<file path="src/design/audio_noise_gate_core_assert.svh">
// Assertion macros shared by the noise gate design.
`ifndef AUDIO_NOISE_GATE_CORE_ASSERT_SVH
`define AUDIO_NOISE_GATE_CORE_ASSERT_SVH

// A condition that must hold at every clock edge outside reset.
`define ANG_ASSERT_ALWAYS(label, cond, msg) \
  label: assert property (@(posedge clk) disable iff (rst) (cond)) else $error(msg);

// A trigger that must be followed by a condition on the next clock edge.
`define ANG_ASSERT_NEXT(label, trig, cond, msg) \
  label: assert property (@(posedge clk) disable iff (rst) (trig) |=> (cond)) else $error(msg);

`endif

</file>
<file path="src/design/ang_pkg.sv">
package ang_pkg;

  // Field widths.
  localparam int SAMPLE_WIDTH = 16;
  localparam int COUNT_LIMIT  = 1000;
  localparam int MAX_CHANNELS = 8;

  localparam int THRESH_W = 15;
  localparam int HOLD_W   = 10;
  localparam int FRAMES_W = 17;
  localparam int GAIN_W   = 17;
  localparam int CH_CNT_W = 4;
  localparam int CFG_IDX_W  = 3;
  localparam int CFG_DATA_W = 17;

  // Q1.16 gain.
  localparam int GAIN_FRAC = 16;
  localparam logic [GAIN_W-1:0] UNITY_GAIN = GAIN_W'(1 << GAIN_FRAC);

  // Derived widths.
  localparam int MAG_W      = SAMPLE_WIDTH + 1;
  localparam int THR_CMP_W  = (MAG_W > THRESH_W) ? MAG_W : THRESH_W;
  localparam int LEVEL_W    = $clog2(COUNT_LIMIT + 1) + 1;
  localparam int LVL_CMP_W  = ((LEVEL_W > HOLD_W + 1) ? LEVEL_W : HOLD_W + 1) + 1;
  localparam int CH_POS_W   = (MAX_CHANNELS > 1) ? $clog2(MAX_CHANNELS) : 1;
  localparam int CH_CMP_W   = ((CH_CNT_W > CH_POS_W) ? CH_CNT_W : CH_POS_W) + 2;
  localparam int PROD_W     = SAMPLE_WIDTH + GAIN_W + 1;

  localparam logic signed [LEVEL_W-1:0] LEVEL_MAX = LEVEL_W'(COUNT_LIMIT);
  localparam logic signed [LEVEL_W-1:0] LEVEL_MIN = -LEVEL_W'(COUNT_LIMIT);

  // Register indexes on the configuration port.
  typedef enum logic [CFG_IDX_W-1:0] {
    REG_THRESHOLD     = 3'd0,
    REG_HOLD_COUNT    = 3'd1,
    REG_ATTACK_FRAMES = 3'd2,
    REG_ATTACK_STEP   = 3'd3,
    REG_DECAY_FRAMES  = 3'd4,
    REG_DECAY_STEP    = 3'd5,
    REG_CHANNEL_COUNT = 3'd6
  } ang_reg_e_t;

  // Gate phase codes.
  typedef enum logic [1:0] {
    PH_CLOSED  = 2'd0,
    PH_OPENING = 2'd1,
    PH_OPEN    = 2'd2,
    PH_CLOSING = 2'd3
  } ang_phase_t;

  // Configuration settings as one bundle.
  typedef struct packed {
    logic [THRESH_W-1:0] threshold;
    logic [HOLD_W-1:0]   hold_count;
    logic [FRAMES_W-1:0] attack_frames;
    logic [GAIN_W-1:0]   attack_step;
    logic [FRAMES_W-1:0] decay_frames;
    logic [GAIN_W-1:0]   decay_step;
    logic [CH_CNT_W-1:0] channel_count;
  } ang_cfg_t;

  // Contents of the register between the gate update and the scaler.
  typedef struct packed {
    logic                           valid;
    logic signed [SAMPLE_WIDTH-1:0] sample;
    logic [GAIN_W-1:0]              gain;
    ang_phase_t                     phase;
  } ang_stage_t;

endpackage

</file>
<file path="src/design/audio_noise_gate_core.sv">
// Channel   Direction  Handshake            Payload
// in        in         in_valid / in_stall  sample_in
// out       out        out_valid / out_stall sample_out, gate_phase
// cfg       in         cfg_valid / cfg_ready cfg_index, cfg_data
//
// One request per cycle is accepted while the input is not stalled; each result passes the stage and output registers.
// The gate update register feeds a single 16 x 18 multiply into the output register.
// Reset is synchronous and active high; it restores the register defaults and closes the gate.
// A stalled output holds its result while the stage register still takes one more request.
// Configuration writes are always ready.
module audio_noise_gate_core (
  input  logic                                    clk,
  input  logic                                    rst,
  input  logic                                    in_valid,
  output logic                                    in_stall,
  input  logic signed [ang_pkg::SAMPLE_WIDTH-1:0] sample_in,
  output logic                                    out_valid,
  input  logic                                    out_stall,
  output logic signed [ang_pkg::SAMPLE_WIDTH-1:0] sample_out,
  output logic [1:0]                              gate_phase,
  input  logic                                    cfg_valid,
  output logic                                    cfg_ready,
  input  logic [ang_pkg::CFG_IDX_W-1:0]           cfg_index,
  input  logic [ang_pkg::CFG_DATA_W-1:0]          cfg_data
);

  `include "audio_noise_gate_core_assert.svh"

  ang_pkg::ang_cfg_t   cfg;
  ang_pkg::ang_stage_t stage;
  logic                down_ready;

  assign cfg_ready = 1'b1;

  // Configuration registers.
  ang_cfg_regs u_cfg_regs (
    .clk      (clk),
    .rst      (rst),
    .wr_en    (cfg_valid && cfg_ready),
    .wr_index (cfg_index),
    .wr_data  (cfg_data),
    .cfg      (cfg)
  );

  // Gate state and the stage register.
  ang_gate_ctrl u_gate_ctrl (
    .clk        (clk),
    .rst        (rst),
    .cfg        (cfg),
    .in_valid   (in_valid),
    .in_stall   (in_stall),
    .sample_in  (sample_in),
    .down_ready (down_ready),
    .stage      (stage)
  );

  // Gain multiply and output register.
  ang_scale u_scale (
    .clk        (clk),
    .rst        (rst),
    .stage      (stage),
    .ready      (down_ready),
    .out_valid  (out_valid),
    .out_stall  (out_stall),
    .sample_out (sample_out),
    .gate_phase (gate_phase)
  );

  // A settled gate carries exactly zero or unity gain.
  `ANG_ASSERT_ALWAYS(a_closed_gain, !(stage.valid && stage.phase == ang_pkg::PH_CLOSED) || stage.gain == '0, "closed gate with nonzero gain")
  `ANG_ASSERT_ALWAYS(a_open_gain, !(stage.valid && stage.phase == ang_pkg::PH_OPEN) || stage.gain == ang_pkg::UNITY_GAIN, "open gate without unity gain")
  // Input is only held off while the stage register is full.
  `ANG_ASSERT_ALWAYS(a_stall_full, !in_stall || stage.valid, "input stalled with empty stage")
  // A stage request blocked by the output is kept.
  `ANG_ASSERT_NEXT(a_stage_hold, stage.valid && !down_ready, stage.valid, "stage request dropped while blocked")

endmodule

</file>
<file path="src/design/ang_cfg_regs.sv">
module ang_cfg_regs (
  input  logic                            clk,
  input  logic                            rst,
  input  logic                            wr_en,
  input  logic [ang_pkg::CFG_IDX_W-1:0]   wr_index,
  input  logic [ang_pkg::CFG_DATA_W-1:0]  wr_data,
  output ang_pkg::ang_cfg_t               cfg
);

  // Register file; indexes past the list are ignored.
  always_ff @(posedge clk) begin
    if (rst) begin
      cfg.threshold     <= '0;
      cfg.hold_count    <= ang_pkg::HOLD_W'(480);
      cfg.attack_frames <= ang_pkg::FRAMES_W'(1);
      cfg.attack_step   <= ang_pkg::UNITY_GAIN;
      cfg.decay_frames  <= ang_pkg::FRAMES_W'(1);
      cfg.decay_step    <= ang_pkg::UNITY_GAIN;
      cfg.channel_count <= ang_pkg::CH_CNT_W'(2);
    end else if (wr_en) begin
      unique case (ang_pkg::ang_reg_e_t'(wr_index))
        ang_pkg::REG_THRESHOLD:     cfg.threshold     <= wr_data[ang_pkg::THRESH_W-1:0];
        ang_pkg::REG_HOLD_COUNT:    cfg.hold_count    <= wr_data[ang_pkg::HOLD_W-1:0];
        ang_pkg::REG_ATTACK_FRAMES: cfg.attack_frames <= wr_data[ang_pkg::FRAMES_W-1:0];
        ang_pkg::REG_ATTACK_STEP:   cfg.attack_step   <= wr_data[ang_pkg::GAIN_W-1:0];
        ang_pkg::REG_DECAY_FRAMES:  cfg.decay_frames  <= wr_data[ang_pkg::FRAMES_W-1:0];
        ang_pkg::REG_DECAY_STEP:    cfg.decay_step    <= wr_data[ang_pkg::GAIN_W-1:0];
        ang_pkg::REG_CHANNEL_COUNT: cfg.channel_count <= wr_data[ang_pkg::CH_CNT_W-1:0];
        default: ;
      endcase
    end
  end

endmodule

</file>
<file path="src/design/ang_gate_ctrl.sv">
module ang_gate_ctrl (
  input  logic                                   clk,
  input  logic                                   rst,
  input  ang_pkg::ang_cfg_t                      cfg,
  input  logic                                   in_valid,
  output logic                                   in_stall,
  input  logic signed [ang_pkg::SAMPLE_WIDTH-1:0] sample_in,
  input  logic                                   down_ready,
  output ang_pkg::ang_stage_t                    stage
);

  ang_pkg::ang_phase_t                    phase, phase_next;
  logic signed [ang_pkg::LEVEL_W-1:0]     level_count, level_next;
  logic [ang_pkg::GAIN_W-1:0]             gain, gain_next;
  logic [ang_pkg::FRAMES_W-1:0]           ramp_left, ramp_next;
  logic [ang_pkg::CH_POS_W-1:0]           channel_pos, channel_pos_next;

  logic                                   accept;
  logic [ang_pkg::MAG_W-1:0]              mag;
  logic                                   above;
  logic [ang_pkg::GAIN_W:0]               gain_sum;
  logic signed [ang_pkg::LVL_CMP_W-1:0]   level_ext;
  logic signed [ang_pkg::LVL_CMP_W-1:0]   hold_ext;
  logic [ang_pkg::CH_CMP_W-1:0]           chans;
  logic [ang_pkg::CH_CMP_W-1:0]           pos_inc;

  // The stage register takes a new request when empty or when it drains.
  assign in_stall = stage.valid && !down_ready;
  assign accept   = in_valid && !in_stall;

  // Magnitude is one bit wider so the most negative sample is exact.
  always_comb begin
    mag = sample_in[ang_pkg::SAMPLE_WIDTH-1]
        ? ang_pkg::MAG_W'(-{sample_in[ang_pkg::SAMPLE_WIDTH-1], sample_in})
        : ang_pkg::MAG_W'({sample_in[ang_pkg::SAMPLE_WIDTH-1], sample_in});
    above = ang_pkg::THR_CMP_W'(mag) > ang_pkg::THR_CMP_W'(cfg.threshold);
  end

  // Per-frame gate update.
  always_comb begin
    phase_next = phase;
    level_next = level_count;
    gain_next  = gain;
    ramp_next  = ramp_left;
    gain_sum   = {1'b0, gain} + {1'b0, cfg.attack_step};
    level_ext  = '0;
    hold_ext   = signed'(ang_pkg::LVL_CMP_W'(cfg.hold_count));

    if (phase == ang_pkg::PH_OPENING || phase == ang_pkg::PH_CLOSING) begin
      // Ramp step with saturation at unity and zero.
      if (phase == ang_pkg::PH_OPENING) begin
        gain_next = (gain_sum > {1'b0, ang_pkg::UNITY_GAIN})
                  ? ang_pkg::UNITY_GAIN : gain_sum[ang_pkg::GAIN_W-1:0];
      end else begin
        gain_next = (gain > cfg.decay_step) ? gain - cfg.decay_step : '0;
      end
      if (ramp_left <= ang_pkg::FRAMES_W'(1)) begin
        ramp_next  = '0;
        level_next = '0;
        if (phase == ang_pkg::PH_OPENING) begin
          phase_next = ang_pkg::PH_OPEN;
          gain_next  = ang_pkg::UNITY_GAIN;
        end else begin
          phase_next = ang_pkg::PH_CLOSED;
          gain_next  = '0;
        end
      end else begin
        ramp_next = ramp_left - ang_pkg::FRAMES_W'(1);
      end
    end else begin
      // Saturating level counter.
      if (above) begin
        if (level_count < ang_pkg::LEVEL_MAX)
          level_next = level_count + signed'(ang_pkg::LEVEL_W'(1));
      end else begin
        if (level_count > ang_pkg::LEVEL_MIN)
          level_next = level_count - signed'(ang_pkg::LEVEL_W'(1));
      end
      level_ext = ang_pkg::LVL_CMP_W'(level_next);
      if (phase == ang_pkg::PH_OPEN && level_ext < -hold_ext) begin
        ramp_next  = cfg.decay_frames;
        phase_next = ang_pkg::PH_CLOSING;
      end else if (phase == ang_pkg::PH_CLOSED && level_ext > hold_ext) begin
        ramp_next  = cfg.attack_frames;
        phase_next = ang_pkg::PH_OPENING;
      end
    end
  end

  // Channel position within the frame, with the count clamped to 1..MAX_CHANNELS.
  always_comb begin
    if (cfg.channel_count == '0) begin
      chans = ang_pkg::CH_CMP_W'(1);
    end else if (ang_pkg::CH_CMP_W'(cfg.channel_count) > ang_pkg::CH_CMP_W'(ang_pkg::MAX_CHANNELS)) begin
      chans = ang_pkg::CH_CMP_W'(ang_pkg::MAX_CHANNELS);
    end else begin
      chans = ang_pkg::CH_CMP_W'(cfg.channel_count);
    end
    pos_inc = ang_pkg::CH_CMP_W'(channel_pos) + ang_pkg::CH_CMP_W'(1);
    channel_pos_next = (pos_inc >= chans) ? '0 : pos_inc[ang_pkg::CH_POS_W-1:0];
  end

  // Gate state advances on every accepted first-channel request.
  always_ff @(posedge clk) begin
    if (rst) begin
      phase       <= ang_pkg::PH_CLOSED;
      level_count <= '0;
      gain        <= '0;
      ramp_left   <= '0;
      channel_pos <= '0;
    end else if (accept) begin
      channel_pos <= channel_pos_next;
      if (channel_pos == '0) begin
        phase       <= phase_next;
        level_count <= level_next;
        gain        <= gain_next;
        ramp_left   <= ramp_next;
      end
    end
  end

  // Stage register: the sample with the gain and phase that apply to it.
  always_ff @(posedge clk) begin
    if (rst) begin
      stage.valid <= 1'b0;
    end else if (accept) begin
      stage.valid <= 1'b1;
    end else if (down_ready) begin
      stage.valid <= 1'b0;
    end
    if (accept) begin
      stage.sample <= sample_in;
      stage.gain   <= (channel_pos == '0) ? gain_next : gain;
      stage.phase  <= (channel_pos == '0) ? phase_next : phase;
    end
  end

endmodule

</file>
<file path="src/design/ang_scale.sv">
module ang_scale (
  input  logic                                    clk,
  input  logic                                    rst,
  input  ang_pkg::ang_stage_t                     stage,
  output logic                                    ready,
  output logic                                    out_valid,
  input  logic                                    out_stall,
  output logic signed [ang_pkg::SAMPLE_WIDTH-1:0] sample_out,
  output logic [1:0]                              gate_phase
);

  logic signed [ang_pkg::PROD_W-1:0] prod;

  // Output register frees up when empty or when its request is taken.
  assign ready = !out_valid || !out_stall;

  // Signed sample times unsigned Q1.16 gain; the select is a floor shift.
  assign prod = ang_pkg::PROD_W'(stage.sample) * signed'({1'b0, stage.gain});

  always_ff @(posedge clk) begin
    if (rst) begin
      out_valid <= 1'b0;
    end else if (ready) begin
      out_valid <= stage.valid;
    end
  end

  always_ff @(posedge clk) begin
    if (ready && stage.valid) begin
      sample_out <= prod[ang_pkg::SAMPLE_WIDTH+ang_pkg::GAIN_FRAC-1:ang_pkg::GAIN_FRAC];
      gate_phase <= 2'(stage.phase);
    end
  end

endmodule
</file>
<file path="config.mk">
export PLATFORM = sky130hd
export DESIGN_NAME = audio_noise_gate_core
export DESIGN_NICKNAME = d
export VERILOG_FILES = /design/src/design/ang_pkg.sv /design/src/design/audio_noise_gate_core.sv /design/src/design/ang_cfg_regs.sv /design/src/design/ang_gate_ctrl.sv /design/src/design/ang_scale.sv
export VERILOG_INCLUDE_DIRS = /design/src /design/src/design
export SDC_FILE = /design/constraint.sdc
export NUM_CORES = 1
export LEC_CHECK = 0
export ABC_AREA = 1
export ABC_CLOCK_PERIOD_IN_PS = 10200
export BUFFER_PORTS_ARGS = -buffer_cell sky130_fd_sc_hd__buf_2
export CAP_MARGIN = 20
export CORE_UTILIZATION = 56
export CTS_CLUSTER_DIAMETER = 40
export DETAILED_ROUTE_END_ITERATION = 10
export PLACE_DENSITY = 0.73
export SETUP_SLACK_MARGIN = 0.15
export SLEW_MARGIN = 10
export SYNTH_ARGS = -nofsm -noshare
export SYNTH_HDL_FRONTEND = slang
export SYNTH_SLANG_ARGS = --single-unit
</file>
<file path="constraint.sdc">
create_clock -name clk -period 10.2 [get_ports clk]
set_input_delay 1.02 -clock clk [delete_from_list [all_inputs] [get_ports clk]]
set_output_delay 1.02 -clock clk [all_outputs]
set_load 0.1 [all_outputs]
</file>
## Word level (Yosys, flattened, before mapping)

Index checks and enable logic that the tools add are counted.

- Register bits: 202
- Bits of input ports: 41
- Logic and storage cells: 103

- $add $sub $neg: 8
- Multipliers: 1
- $lt $le $gt $ge: 10
- Equal/unequal tests: 10
- Muxes and demuxes: 29
- Reductions and logical operators: 26

Operators with widths:

| kind | count |
|---|---|
| $mux W17 | 12 |
| $mux W11 | 6 |
| $mul A16 B18 Y32 | 1 |
| $add A17 B17 Y18 | 1 |
| $gt A18 B17 Y1 const B | 1 |
| $gt A17 B15 Y1 | 1 |
| $gt A17 B17 Y1 | 1 |
| $le A17 B1 Y1 const B | 1 |
| $neg A17 Y17 | 1 |
| $sub A17 B1 Y17 const B | 1 |
| $sub A17 B17 Y17 | 1 |
| $reduce_and A2 Y1 | 7 |
| $lt A11 B12 Y1 | 1 |
| $mux W2 | 6 |
| $neg A10 Y12 | 1 |
| $add A11 B2 Y11 const B | 1 |
| $gt A11 B11 Y1 | 1 |
| $gt A11 B11 Y1 const B | 1 |
| $lt A11 B11 Y1 const B | 1 |
| $sub A11 B2 Y11 const B | 1 |
| $eq A3 B3 Y1 const B | 3 |
| $eq A3 B2 Y1 const B | 2 |
| $ge A6 B6 Y1 | 1 |
| $logic_not A3 Y1 | 2 |
| other kinds (18) | 29 |

## Logic depth before layout (Yosys ltp)

- Depth in word-level cells: 11
- Gate-level depth with buffers: 43

## Modules after synthesis

From an unflattened synthesis, not the netlist that was laid out.

- Cells, all modules: 3226
- Area, all modules: 22474.1 um^2

By module, submodules not included:

| module | instances | cells each | area each (um^2) | seq. area each (um^2) |
|---|---|---|---|---|
| ang_scale | 1 | 1428 | 10378.7 | 560.5 |
| ang_gate_ctrl | 1 | 1246 | 8170.3 | 2072.0 |
| ang_cfg_regs | 1 | 550 | 3913.8 | 1941.9 |
| audio_noise_gate_core | 1 | 2 | 11.3 | 0.0 |

## Worst setup path after synthesis

OpenSTA, ideal clock, no wires.

- Path kind: register -> register
- From: register, netlist name u_gate_ctrl.stage[22]
- To: register u_scale.sample_out[14] (netlist bit), data pin
- Data arrival time: 5.725 ns
- Required time: 9.936 ns
- Path slack: 4.212 ns
- Stages on the path, launching flop included: 28
- Path buffers: 2
- Path through: edfxtp_1 > clkbuf_1 > clkbuf_1 > nand2_1 > fa_1 > inv_1 > fa_1 > inv_1 > fa_1 > inv_1 > fa_1 > inv_1 > fa_1 > inv_1 > fa_1 > ha_1 > nand2_1 > nor2_1 > inv_1 > o221ai_1 > a21oi_1 > o21ai_1 > nand2_1 > nand2_1 > a21oi_1 > a21oi_1 > a31oi_1 > xor2_1

- Cells in the longest elaborated chain, start to end: 1

Ends and longest elaborated chain:

| item | line | source |
|---|---|---|
| $mul A16 B18 Y32 | ang_scale.sv:18 | `assign prod = ang_pkg::PROD_W'(stage.sample) * signed'({1'b0, stage.gain});` |
| named net u_scale.prod (one bit) | ang_scale.sv:12 | `logic signed [ang_pkg::PROD_W-1:0] prod;` |
| end signal, assigned | ang_scale.sv:30 | `sample_out <= prod[ang_pkg::SAMPLE_WIDTH+ang_pkg::GAIN_FRAC-1:ang_pkg::GAIN_FRAC];` |
| end, declared | ang_scale.sv:8 | `output logic signed [ang_pkg::SAMPLE_WIDTH-1:0] sample_out,` |

The timed path passes the listed nets, and every way through them passes these cells.
A chain may end at the register's enable or synchronous reset.

## Final worst setup path

- From: input sample_in[0] (netlist bit)
- To: register u_gate_ctrl.ramp_left[1] (netlist bit)

- Cells in the longest elaborated chain, start to end: 9

Ends and longest elaborated chain:

| item | line | source |
|---|---|---|
| start, declared | audio_noise_gate_core.sv:16 | `input logic signed [ang_pkg::SAMPLE_WIDTH-1:0] sample_in,` |
| $neg A17 Y17 | ang_gate_ctrl.sv:34 | `? ang_pkg::MAG_W'(-{sample_in[ang_pkg::SAMPLE_WIDTH-1], sample_in})` |
| $mux W17 (*) | ang_gate_ctrl.sv:34 |  |
| $gt A17 B15 Y1 (*) | ang_gate_ctrl.sv:36 | `above = ang_pkg::THR_CMP_W'(mag) > ang_pkg::THR_CMP_W'(cfg.threshold);` |
| $mux W11 (*) | ang_gate_ctrl.sv:72 | `if (above) begin` |
| $mux W11 (*) | ang_gate_ctrl.sv:49 | `if (phase == ang_pkg::PH_OPENING \|\| phase == ang_pkg::PH_CLOSING) begin` |
| $lt A11 B12 Y1 / $gt A11 B11 Y1 (equally long branches) | ang_gate_ctrl.sv:80, ang_gate_ctrl.sv:83 |  |
| $logic_and A1 B1 Y1 (on tied branches) | ang_gate_ctrl.sv:80, ang_gate_ctrl.sv:83 |  |
| $reduce_bool A3 Y1 (no source line) / $mux W17 (equally long branches) | - |  |
| $reduce_and A3 Y1 (no source line) / $mux W17 (equally long branches) | - |  |
| end signal, assigned | ang_gate_ctrl.sv:117 | `ramp_left <= ramp_next;` |
| end, declared | ang_gate_ctrl.sv:15 | `logic [ang_pkg::FRAMES_W-1:0] ramp_left, ramp_next;` |

Every way passes the cells marked *; elsewhere a longest branch is shown, timed or not. The select of a mux whose other input is x is not followed.

==> results.cfg <==
[outcome]
status = completed

[finish]
post-route-util = 0.618
final_area_um2 = 22700
fill_cells = 3255
syn2layout_area_growth_pct = 8.10
nNetsFinal = 3237
diodes = 0
drive_gt1_frac = 0.0686

[global_routing]
grt_pass1_vias = 18044
grt_use_total = 0.282
grt_antenna_before_repair = 1
grt_max_degree = 66
grt_pass1_wl_um = 86500
grt_overflow = 0

[floorplan]
core_um2 = 36700
initial_core_util = 0.571
dieWidth_um = 195
die_h_um = 195
io_pins = 62
dieArea_um2 = 38200
core.rowCount = 70

[drt]
wl_per_cell_um = 15.8
vias = 17774
drt-pass1-iter-count = 5
ant_nets = 0
drc = 0
wirelength_um = 52000
drtIter0Drc = 1194
viasPerCell = 5.39

[setup_path]
cp-start-kind = input port
end_kind = register
crit_top_cell = nand2_1
crit_family = simple AND/OR/NAND/NOR gates
cp_max_fo = 34
cpMaxStageDelayCell = nand3_4
max_stage_delay_ps = 380
crit_arrival_ps = 7070
crit_buf_inv = 3
cp_num_cells = 36
criticalPathCategory = input port to register
cp_data_required_time_ps = 10630
r2r_cells = 25

[clocking]
hold_buffers = 0
cts_buffers = 35
cts_resized = 0
cts_buffer_depth = 3
clkTransAtPathRegs_ps = 50
clkSinkCount = 202
htree_num_levels = 2
insertion_delay_ps = 550
cts_setup_buffers = 0
cts_root_buf = clkbuf_16
cts_tree = built

[timing]
rsz0062_at_grt = no
setup_viol = 0
fin_crit_ps = 6640
finalHoldWorstSlack_ps = 421
maxSlewHeadroom = 0.334
final.setup.tns_ps = 0
skew_ps = 32.7
worst_pin_slew_ps = 995
finalCritPeriodShare = 0.651
slew_violations = 0
max_freq_mhz = 151
hold_viol = 0

[synthesis]
yosysWarnings = 0
ys_types = 53
syn_avg_cell_area_um2 = 7.47
synth_seq_cells = 202
async_reset_ff_frac = 0
syn_inst = 2807
ys_seq_area_frac = 0.218
yosys_most_used_dff = dfxtp_1
synth_nets = 3243
syn_area_um2 = 21000
synth_edf_count = 53

[placed_design]
placed_cell_area_um2 = 21400
hpwl_um = 40500
gp_congestion = 0.922
port_buffers = 60

[power_and_ir_drop]
power.leakage_nw = 11.8
clockPowerShare = 0.166
power_frac_comb = 0.667
p_seq_frac = 0.167
p_switching_w = 0.00363
swShare = 0.494
p_int_w = 0.00373
ir_worst_vdd_mv = 0.315
power_density_nw_per_um2 = 325

[hold_path]
worstHoldPathType = register to register
hold_depth = 0

[flow_run]
max_cap_violations = 0
==> state kept, by name, summed over array words and instances (netlist names) <==
| signal | count |
|---|---|
| u_scale.gate_phase | 2 |
| u_gate_ctrl.phase | 2 |
| u_scale.out_valid | 1 |
| u_gate_ctrl.stage | 36 |
| u_scale.sample_out | 16 |
| u_cfg_regs.cfg | 97 |
| u_gate_ctrl.level_count | 11 |
| u_gate_ctrl.ramp_left | 17 |
| u_gate_ctrl.gain | 17 |
| u_gate_ctrl.channel_pos | 3 |
==> final timing paths <==
kind / end / slack, ps / start
worst max-delay path: u_gate_ctrl.ramp_left[1] / 3560 / sample_in[0]
worst min-delay path: u_scale.gate_phase[1] / 420 / u_gate_ctrl.stage[1]
worst max register to register: u_scale.sample_out[14] / 3600 / u_gate_ctrl.stage[9]
worst min register to register: u_scale.gate_phase[1] / 420 / u_gate_ctrl.stage[1]
==> logic make-up after synthesis <==
group / after synthesis / synth area share
buffers and inverters: 685 / 0.125
AND/OR/NAND/NOR: 1064 / 0.213
AO/OA/AOI/OAI: 367 / 0.0941
flip-flops: 202 / 0.218
adder cells (fa/ha/maj): 395 / 0.311
XOR/XNOR: 93 / 0.0392
other: 1 / 0.000179
==> cell type report <==
cell class,count,area [µm²],share of cell area
tap,468,586,0.0258
multi-input combinational,1920,13800,0.608
inverter,577,2170,0.0956
timing repair buffer,65,338,0.0149
sequential,202,4570,0.202
clock buffer,40,926,0.0409
clock inverter,24,299,0.0132
==> power by group through the flow <==
stage | Sequential [W] | Clock (W) | Combinational (W)
floorplan | 0.00141 | 0 | 0.00371
global placement | 0.00124 | 0 | 0.00474
detailed placement | 0.00124 | 0 | 0.00489
CTS | 0.00123 | 0.00124 | 0.00494
global route | 0.00124 | 0.00128 | 0.00566
finish | 0.00123 | 0.00122 | 0.00491
==> synthesized netlist by cell type (25+ instances only) <==
| library cell | number | area share |
|---|---|---|
| dfxtp_1 | 149 | 0.14 |
| a21oi_1 | 160 | 0.038 |
| fa_1 | 209 | 0.20 |
| xor2_1 | 67 | 0.028 |
| xnor2_1 | 25 | 0.010 |
| ha_1 | 186 | 0.11 |
| edfxtp_1 | 53 | 0.076 |
| inv_1 | 563 | 0.10 |
| o21ai_0 | 144 | 0.034 |
| nand3_1 | 91 | 0.022 |
| nor2_1 | 250 | 0.045 |
| nand2_1 | 604 | 0.11 |
| clkbuf_1 | 95 | 0.017 |
| nand4_1 | 31 | 0.0093 |
==> cell usage in the layout, fill, tap and decap left out, types with 7 or more instances in the layout <==
master	count
nor3_1	22
nor2_1	250
nor4_1	7
inv_1	561
nand2_2	14
o211ai_1	11
o21ai_1	9
o21a_1	7
o21ai_0	143
inv_6	10
fa_1	209
or2_2	16
nand3_1	91
xnor2_1	25
buf_2	60
clkbuf_16	36
ha_1	186
edfxtp_1	53
nand4_1	31
nand2_1	604
dfxtp_1	149
a21oi_1	159
inv_2	12
nand3_2	8
xor2_1	67
==> metrics by stage <==
stage	worst slack [ps]	std cells	power, W
2_1_floorplan	4210	2807	0.00512
3_3_place_gp	3480	3231	0.00598
3_5_place_dp	3170	3231	0.00613
4_1_cts	3590	3295	0.00741
5_1_grt	2930	3296	0.00818
6_report	3560	3296	0.00736
==> layer usage <==
layer / routed length (µm) / track usage
met4: 2190 / 0.125
met5: 0 / 0
met3: 3170 / 0.0440
met2: 25400 / 0.505
met1: 21200 / 0.333
No activity file was read; power rests on OpenSTA's default activity.
